[src/sv/ffa_pkg.sv]
// Shared types and codes for the first-fit block pool allocator.
`timescale 1ns / 1ps

package ffa_pkg;

   typedef enum logic [1:0] {
      OP_LOAD    = 2'd0,
      OP_ALLOC   = 2'd1,
      OP_FREE    = 2'd2,
      OP_RELEASE = 2'd3
   } op_type;

   typedef enum logic [1:0] {
      STATUS_OK     = 2'd0,
      STATUS_NOFIT  = 2'd1,
      STATUS_TOOBIG = 2'd2
   } status_type;

   typedef enum logic [1:0] {
      S_IDLE = 2'd0,
      S_EXEC = 2'd1,
      S_SCAN = 2'd2
   } state_type;

   typedef struct packed {
      logic load;
      logic free_en;
      logic clear_all;
   } ctl_type;

   typedef struct packed {
      logic        valid;
      logic        found;
      logic [31:0] size;
      logic [31:0] addr;
      logic [7:0]  idx;
   } pkt_type;

endpackage

[src/sv/ffa_cell.sv]
// One pool entry: address, size in bytes, used mark and one stage of the search chain.
`timescale 1ns / 1ps

module ffa_cell #(
   parameter int INDEX   = 0,
   parameter int BYTES_W = 24
) (
   input  logic               clock,
   input  logic               reset,
   input  ffa_pkg::ctl_type   ctl,
   input  logic [7:0]         cmd_idx,
   input  logic [31:0]        cmd_addr,
   input  logic [BYTES_W-1:0] cmd_bytes,
   input  logic [8:0]         count,
   input  ffa_pkg::pkt_type   pkt_i,
   output ffa_pkg::pkt_type   pkt_o
);

   localparam logic [7:0] IDX8 = 8'(INDEX);

   logic [31:0]        addr_ff, addr_in;
   logic [BYTES_W-1:0] bytes_ff, bytes_in;
   logic               used_ff, used_in;
   ffa_pkg::pkt_type   pkt_ff, pkt_in;
   logic               in_scope;
   logic               hit;
   logic               fits;

   assign in_scope = int'(count) > INDEX;
   assign hit      = int'(cmd_idx) == INDEX;
   assign fits     = 32'(bytes_ff) >= pkt_i.size;

   always_comb begin
      addr_in  = addr_ff;
      bytes_in = bytes_ff;
      used_in  = used_ff;
      pkt_in   = pkt_i;
      if (ctl.load && hit) begin
         addr_in  = cmd_addr;
         bytes_in = cmd_bytes;
         used_in  = 1'b0;
      end
      if (ctl.free_en && in_scope && addr_ff == cmd_addr) begin
         used_in = 1'b0;
      end
      if (ctl.clear_all) begin
         used_in = 1'b0;
      end
      // grab the travelling request if it is still unserved
      if (pkt_i.valid && !pkt_i.found && in_scope && !used_ff && fits) begin
         used_in      = 1'b1;
         pkt_in.found = 1'b1;
         pkt_in.addr  = addr_ff;
         pkt_in.idx   = IDX8;
      end
   end

   always_ff @(posedge clock) begin
      addr_ff  <= addr_in;
      bytes_ff <= bytes_in;
      if (reset) begin
         used_ff <= 1'b0;
         pkt_ff  <= '0;
      end else begin
         used_ff <= used_in;
         pkt_ff  <= pkt_in;
      end
   end

   assign pkt_o = pkt_ff;

endmodule

[config.mk]
export PLATFORM = sky130hd
export DESIGN_NAME = ffa_cell
export DESIGN_NICKNAME = d
export VERILOG_FILES = /design/src/sv/ffa_pkg.sv /design/src/sv/ffa_cell.sv
export SDC_FILE = /design/constraint.sdc
export NUM_CORES = 1
export LEC_CHECK = 0
export ABC_AREA = 1
export ABC_CLOCK_PERIOD_IN_PS = 9300
export BUFFER_PORTS_ARGS = -buffer_cell sky130_fd_sc_hd__buf_2
export CORE_MARGIN = 2
export CORE_UTILIZATION = 45
export CTS_CLUSTER_DIAMETER = 50
export DETAILED_ROUTE_END_ITERATION = 12
export GPL_ROUTABILITY_DRIVEN = 0
export PLACE_DENSITY_LB_ADDON = 0.15
export SYNTH_ARGS = -nofsm -noshare
export SYNTH_HDL_FRONTEND = slang
export SYNTH_SLANG_ARGS = --single-unit
[constraint.sdc]
create_clock -name clock -period 9.3 [get_ports clock]
set_input_delay 1.395 -clock clock [delete_from_list [all_inputs] [get_ports clock]]
set_output_delay 1.395 -clock clock [all_outputs]
set_load 0.005 [all_outputs]
### Word level (Yosys, flattened, before mapping)

Cells that the tools add are included.
Widths: inputs -> output; s select.

* bits in registers: 131
* latch bits: 0
* memory bits (writable): 0
* bits in read-only memories: 0
* output and inout bits: 74
* logic and storage cells: 29
* memories kept: 0

* add/subtract/negate cells: 0
* multipliers: 0
* div/mod/pow operators: 0
* magnitude comparators: 2
* equal/unequal tests: 1
* shifts and indexed selects: 0
* multiplexer cells: 6
* bitwise operators: 0
* reduce and logical (&&, ||, !) cells: 12

Operators by type and width (count)
* $mux 40: 1
* $eq 32x32->1: 1
* $ge 24x32->1: 1
* $gt 9x1->1 const B: 1
* $logic_not 8->1: 1
* $logic_and 1x1->1: 7
* $mux 1: 5
* $reduce_bool 4->1: 1
* $logic_not 1->1: 2
* $reduce_or 2->1: 1

### Depth between registers and ports, before layout

Gate-level depths: netlist (run 1).

* depth in word-level cells: 6
* gate-level depth with buffers: 18
* mapped depth without buffers: 16

### Worst setup path before layout (run 1)

Ideal clock, no wire load.

* path kind: input -> register
* from: input port cmd_idx[5]
* to: register addr_ff[0], enable pin
* library setup time: 0.472 ns
* arrival time: 3.942 ns
* setup slack: 4.886 ns
* cell stages on the path: 3
* path through: nor2_1 > nand3_1 > nor2_1

* word-level cells in the longest chain between the ends: 2

RTL lines
* from (decl): line ffa_cell.sv:11 `input logic [7:0] cmd_idx,`
* $logic_not 8->1: line ffa_cell.sv:30 `assign hit = int'(cmd_idx) == INDEX;`
* $logic_and 1x1->1: line ffa_cell.sv:38 `if (ctl.load && hit) begin`
* to (signal assigned): line ffa_cell.sv:59 `addr_ff <= addr_in;`
* to (decl): line ffa_cell.sv:21 `logic [31:0] addr_ff, addr_in;`

No other way between the ends.
A chain may end at the register's enable or synchronous reset.

### Worst setup path after layout (run 1)

* from: input port pkt_i[47] (netlist bit)
* to: register pkt_ff, in the netlist pkt_o[1]

* word-level cells in the longest chain between the ends: 3

RTL lines
* from (decl): line ffa_cell.sv:15 `input ffa_pkg::pkt_type pkt_i,`
* $ge 24x32->1: line ffa_cell.sv:31 `assign fits = 32'(bytes_ff) >= pkt_i.size;`
* $logic_and 1x1->1: line ffa_cell.sv:50 `if (pkt_i.valid && !pkt_i.found && in_scope && !used_ff && fits) begin`
* $reduce_or 2->1 (no source line)
* to (signal assigned): line ffa_cell.sv:66 `pkt_ff <= pkt_in;`
* to (decl): line ffa_cell.sv:24 `ffa_pkg::pkt_type pkt_ff, pkt_in;`

No other way between the ends.

==> results of run 1 <==
## final cells by class
| type | count | area share [%] |
|---|---|---|
| diodes | 1 | 0.0343 |
| well taps | 147 | 2.52 |
| clock inverters | 11 | 1.27 |
| flip-flops and latches | 131 | 43.7 |
| clock buffers | 21 | 6.92 |
| repair buffers | 228 | 15.8 |
| inverters | 94 | 4.84 |
| multi-input cells | 357 | 25.0 |
## cells by family (layout without fill, tap and decap cells)
group           Yosys count  count (layout)  synth area share (%)
xor+xnor                  8               8                  1.28
compound gates           70              70                  7.35
simple gates            255             255                  18.9
flops                   131             131                  58.1
fa+ha+maj                24              24                  5.48
other cells               0               1                     0
buf+inv                 115             354                  8.97
## registers in the layout (all words and copies together) (netlist names)
name      count
pkt_o        74
addr_ff      32
bytes_ff     24
used_ff       1
## per-layer routing
metal / vias to the layer above / GRT usage (%)
met3: 30 / 6.35
met5: - / 0
met4: 0 / 9.67
li1: 2372 / -
met2: 181 / 34.0
met1: 2059 / 26.1
## cells in the mapped netlist (all sizes together), types with 3 or more instances
cell type	instances	area share [%]
a21oi	43	4.6
buf	16	2.2
clkbuf	5	0.34
dfxtp	75	27
edfxtp	56	31
ha	24	5.5
inv	94	6.4
nand2	104	7.2
nand3	36	3.3
nand4	3	0.34
nor2	106	7.3
nor3	3	0.27
o21ai	22	2.0
xnor2	5	0.80
xor2	3	0.48
## power groups by stage
stage / Combinational [mW] / Sequential, mW / Clock (mW)
6_report: 0.108 / 0.621 / 0.662
5_1_grt: 0.123 / 0.622 / 0.699
4_1_cts: 0.109 / 0.621 / 0.675
3_5_place_dp: 0.108 / 0.633 / 0
3_3_place_gp: 0.105 / 0.632 / 0
2_1_floorplan: 0.0435 / 0.636 / 0
## worst reg2reg max path, cell delays in order, from the launching register on
cell	delay (ns)
edfxtp_1	0.36
ha_1	0.30
nand2_1	0.07
nor2_1	0.14
nand4_1	0.12
nor2_1	0.16
nand2_1	0.07
nand2_1	0.06
inv_1	0.04
nand2_2	0.05
buf_4	0.52
nand2_1	0.24
nand2_2	0.20
nor2_1	0.08
## worst max path at each step
| stage | startpoint | slack, ns | cells past startpoint | end |
|---|---|---|---|---|
| finish | pkt_i[47] | 6.06 | 15 | pkt_o[1] |
| global route | pkt_i[47] | 5.74 | 15 | pkt_o[2] |
| CTS | pkt_i[47] | 6.06 | 15 | pkt_o[1] |
| detailed placement | pkt_i[47] | 5.61 | 15 | pkt_o[1] |
| global placement | pkt_i[47] | 5.67 | 15 | pkt_o[0] |
| floorplan | cmd_idx[5] | 4.89 | 3 | addr_ff[0] |
## stage by stage
stage / total power, mW / utilization [%] / hold slack (ns)
4_1_cts: 1.40 / 60.9 / 0.592
2_1_floorplan: 0.679 / - / 0.535
3_5_place_dp: 0.741 / 55.9 / 0.582
5_1_grt: 1.44 / 60.9 / 0.642
6_report: 1.39 / 60.9 / 0.594
3_3_place_gp: 0.738 / 55.9 / 0.585
==> results.txt, run 1 <==
Hold EP - pkt_o[32]
Part of the power in registers - 44.7%
Dpl ws - 5.61 ns
Top_reg_cell synth - dfxtp_1
Total CTS buffers - 17
First-pass GRT wire length - 21.2 mm
CP Max Fanout - 65
Clock power frac - 47.6%
Fmax - 309 MHz
Skew final - 0.00911 ns
Hold depth - 4
FILL cells - 1056
Crit. End Element - flop
Synthesized area - 5480 sq um
Core ar. - 12000 sq um
Register area - 3180 sq um
Fin crit period - 3.24 ns
Die W - 114 microns
Slew headroom - 29.3%
Comb power frac - 7.8%
Leakage - 3.71 nW
Seq/Total Area, Yosys - 58.1%
Reg2reg end - pkt_o[1]
Placed cell area - 6690 sq um
Initial antenna violation count - 1
TritonCTS clock tree - yes
WL met2 - 6.18 mm
CTS resizes - 0
Worst r2r path cells - 13
Max Transition Viols Final - 0
Hold buffers post-CTS - 0
Clk buf depth - 2
Iter 0 DRT Violations - 323
Asr flop ratio synth - 0%
Vias/cell - 4.69
# Post-CTS Setup Buffers - 0
Critical Path Slowest Stage Cell - buf_4
Synth Warn # - 0
Final Instance Area - 7290 sq um
Cell-internal power - 1.08 mW
Seq cells post-synth - 131
Max Used Layer - met4
HP Start - addr_ff[24]
Aggregate negative setup slack - 0 ns
Worst-path clk slew - 0.06 ns
Setup ws final - 6.06 ns
Multi-input gate area - 1820 sq um
Top cell by count, worst path - nand2_1
DIE AREA - 13100 sq um
Worst-Margin Slew - 1.06 ns
Worst Hold Class - flop to flop
PwrDens - 191 nW/um^2
Crit start category - primary input
Sw Ratio - 22.1%
Metal-1 WL - 5.78 mm
Largest net degree at the start of global routing - 66
Most common cell after layout, fill and taps aside - buf_2
Critical path cell sequence - buf_2 -> inv_1 -> ha_1 -> nand2_1 -> nor2_1 -> nand4_1 -> nor2_1 -> nand2_1 -> nand2_1 -> inv_1 -> nand2_2 -> buf_4 -> nand2_1 -> nand2_2 -> nor2_1
Synthesized area per cell - 9.09 sq um
DRC Markers - 0
CP arrival - 3.54 ns
EDFF count, synth - 56
WL final - 13.3 mm
Initial Util - 45.8%
Met3 wire len - 984 microns
Routed vias - 4642
# setup viols final - 0
Commonest non-fill, non-tap cells in the layout - buf_2, nor2_1, nand2_1
Critical path's top delay family - simple AND/OR/NAND/NOR gates
Synth unique cells - 30
WP buf/inv - 4
# rows - 40
Cells after Synth - 603
RSZ-0062 raised after global routing - false
Drt pass-1 iters - 8
# IOs - 226
Final Non-Filler Cells - 990
Hpwl dp - 9.91 mm
Net Switching - 0.307 mW
Area grow syn2layout - 33.0%
Clock Tree Root - clkbuf_16
Critical Path Max Stage Delay - 0.52 ns
Nets@finish - 1005
Layout cell share with drive strength beyond 1 - 32.7%
Later-pin clock latency in the skew report - 0.42 ns
Status - finished, final reports clean
Die height - 114 microns
Syn Nets - 779
Vias in the first global route - 4573
CP Class - primary input to flop
Max-cap violations - 0
Period utilization - 34.8%
Placed cell count - 957
Grt total ovfl - 0
Flop-to-flop setup slack - 6.77 ns
Htree depth - 4
Worst Path Required - 9.60 ns
Max rail drop VDD - 0.000137 V
Final-report hold violation count - 0
Drt wl/cell - 13.4 microns
Final ANT Viol Nets - 0
Launching point of the worst reg2reg path - bytes_ff[7]
IO buf count - 225
Clock Sinks - 131
GRT Util Overall - 21.1%
(Power assumes the default switching activity.)
==> inputs of run 2 (changes only) <==
Settings changed: ABC_CLOCK_PERIOD_IN_PS 9300 to 3290.
Clock period 9.3 ns to 3.29 ns, I/O delays scaled along.
==> run 2 against run 1 <==
Combinational power grew to 2.8 times the previous value. Register-to-register slack lost 5.7 ns. Clock-buffer cell count down 4. Clock power rose to 2.8 times the previous value. First-iteration DRC count grew 4.3%. Cell count is 0.20% higher. Sequential share of layout area shrank 0.13 points. Sequential power rose to 2.8 times the previous value. Clock skew fell by 0.0012 ns. Critical endpoint is now pkt_o[4]. Largest power group unchanged.
==> results.txt, run 2 (synthesized netlist as in run 1, its figures left out) <==
Initial antenna violation count - 1 (unchanged)
Layout cell share with drive strength beyond 1 - 32.7% (+0.041 points)
Crit. End Element - flop
Max rail drop VDD - 0.000365 V (+170%)
CP Max Fanout - 65 (unchanged)
# Post-CTS Setup Buffers - 0 (unchanged)
Max-cap violations - 0 (unchanged)
Iter 0 DRT Violations - 337 (+4.3%)
Drt pass-1 iters - 5 (-3)
Flop-to-flop setup slack - 1.08 ns (-5.69 ns)
Nets@finish - 1007 (+0.20%)
Top cell by count, worst path - nand2_1
CP arrival - 2.51 ns (-1.03 ns)
Clk buf depth - 2 (unchanged)
Placed cell count - 959 (+0.21%)
Comb power frac - 7.8% (about the same)
Vias in the first global route - 4623 (+1.1%)
WL final - 13.5 mm (+1.2%)
GRT Util Overall - 21.6% (+0.49 points)
Later-pin clock latency in the skew report - 0.41 ns (about the same)
Leakage - 3.70 nW (-0.30%)
Total CTS buffers - 17 (unchanged)
Final Instance Area - 7310 sq um (+0.29%)
Skew final - 0.00789 ns (-0.00122 ns)
Placed cell area - 6720 sq um (+0.41%)
Tot Pwr - 3.92 mW (+180%)
Register area - 3180 sq um (unchanged)
Net Switching - 0.855 mW (+180%)
First-pass GRT wire length - 21.8 mm (+2.8%)
IO buf count - 225 (unchanged)
PwrDens - 537 nW/um^2 (+180%)
# setup viols final - 0 (unchanged)
CTS resizes - 0 (unchanged)
Sw Ratio - 21.8% (-0.33 points)
Multi-input gate area - 1820 sq um (unchanged)
Critical path's top delay family - simple AND/OR/NAND/NOR gates
Util after Layout - 61.1% (+0.18 points)
Dpl ws - 0.809 ns (-4.80 ns)
Worst-Margin Slew - 0.707 ns (-0.352 ns)
Die W - 114 microns (unchanged)
Setup ws final - 1.08 ns (-4.98 ns)
# IOs - 226 (unchanged)
Die height - 114 microns (unchanged)
Clock power frac - 47.5% (about the same)
Fin crit period - 2.21 ns
Slew headroom - 52.9% (+24 points)
Final-report hold violation count - 0 (unchanged)
FILL cells - 1047 (-0.85%)
RSZ-0062 raised after global routing - false
Vias/cell - 4.70 (+0.21%)
Initial Util - 45.8% (unchanged)
Critical path cell sequence - ha_1 -> nand2_1 -> nor2_1 -> nand4_1 -> nor2_1 -> nand2_1 -> nand2_1 -> inv_1 -> nand2_2 -> buf_12 -> nand2_1 -> nand2_2 -> nor2_1
Clock Sinks - 131 (unchanged)
Final Non-Filler Cells - 992 (+0.20%)
Status - finished, final reports clean
Worst Path Required - 3.59 ns (-6.01 ns)
Max Transition Viols Final - 0 (unchanged)
Worst-path clk slew - 0.06 ns (about the same)
Critical Path Stages - 13 (-2)
Worst Hold Class - primary input to flop
Reg2reg end - pkt_o[4]
Core ar. - 12000 sq um (unchanged)
Htree depth - 4 (unchanged)
Hpwl dp - 10.2 mm (+2.5%)
Critical Path Max Stage Delay - 0.36 ns (-0.16 ns)
Grt total ovfl - 0 (unchanged)
Most common cell after layout, fill and taps aside - buf_2
Largest register FFs - 74 (unchanged)
Final ANT Viol Nets - 0 (unchanged)
Drt wl/cell - 13.6 microns (+0.98%)
CP Class - flop to flop
Clock Tree Root - clkbuf_16
TritonCTS clock tree - yes
Fmax - 453 MHz
DRC Markers - 0 (unchanged)
Worst setup path startpoint - bytes_ff[7]
Area grow syn2layout - 33.3%
DIE AREA - 13100 sq um (unchanged)
Largest net degree at the start of global routing - 66 (unchanged)
Commonest non-fill, non-tap cells in the layout - buf_2, nor2_1, nand2_1
# rows - 40 (unchanged)
Cell-internal power - 3.07 mW (+180%)
WP buf/inv - 2 (-2)
Critical Path Slowest Stage Cell - edfxtp_1
Routed vias - 4661 (+0.41%)
Fin Hold WS - 0.254 ns (-0.340 ns)
Worst r2r path cells - 13 (unchanged)
Crit path capture - pkt_o[4]
Aggregate negative setup slack - 0 ns (unchanged)
Crit start category - flop
Part of the power in registers - 44.7% (about the same)
Period utilization - 67.1%
Launching point of the worst reg2reg path - bytes_ff[7]
Hold buffers post-CTS - 0 (unchanged)
## run 2: cell types whose count changed in the layout (fill, tap and decap cells not counted)
| cell | delta |
|---|---|
| buf_4 | +1 |
| inv_4 | -4 |
| bufinv_16 | +2 |
| buf_12 | +1 |
| clkbuf_1 | -1 |
| clkinvlp_4 | +4 |
| clkbuf_16 | -3 |
| clkinv_1 | +2 |
## run 2: worst min path at each step
| stage | slack, ns | cells past startpoint | startpoint | endpoint |
|---|---|---|---|---|
| final | 0.25 | 1 | cmd_bytes[3] | bytes_ff[3] |
| after global routing | 0.24 | 1 | cmd_bytes[6] | bytes_ff[6] |
| after CTS | 0.24 | 1 | cmd_bytes[3] | bytes_ff[3] |
| after detailed placement | 0.60 | 4 | used_ff | used_ff |
| after global placement | 0.59 | 4 | addr_ff[11] | pkt_o[19] |
| after floorplan | 0.53 | 4 | used_ff | used_ff |
## run 2: power by group through the flow
stage | logic [mW] | clock network [mW] | registers (mW)
finish | 0.307 | 1.86 | 1.75
floorplan | 0.123 | 0 | 1.80
detailed placement | 0.309 | 0 | 1.79
global route | 0.351 | 1.97 | 1.76
global placement | 0.300 | 0 | 1.79
CTS | 0.311 | 1.90 | 1.75
## run 2: layout make-up
| class | count | area share, % |
|---|---|---|
| diodes | 1 | 0.0342 |
| clock buffers | 17 | 5.82 |
| clock inverters | 15 | 2.26 |
| inverters | 94 | 4.83 |
| multi-input cells | 357 | 24.9 |
| flip-flops and latches | 131 | 43.5 |
| well taps | 147 | 2.52 |
| repair buffers | 230 | 16.1 |
## run 2: worst reg2reg max path: cells and delay by family, from the launching register on
family        cells  cell delay, ns
buf+inv           2            0.30
simple gates     10            1.15
fa+ha+maj         1            0.30
flops             1            0.36
## run 2: per-layer routing
metal  global-route usage (%)  up-vias  part of all wire (%)
li1                         -     2375                     -
met1                     27.2     2081                    44
met2                     35.0      188                    47
met3                     6.35       17                   7.2
met4                     8.21        0                   1.8
met5                        0        -                     0
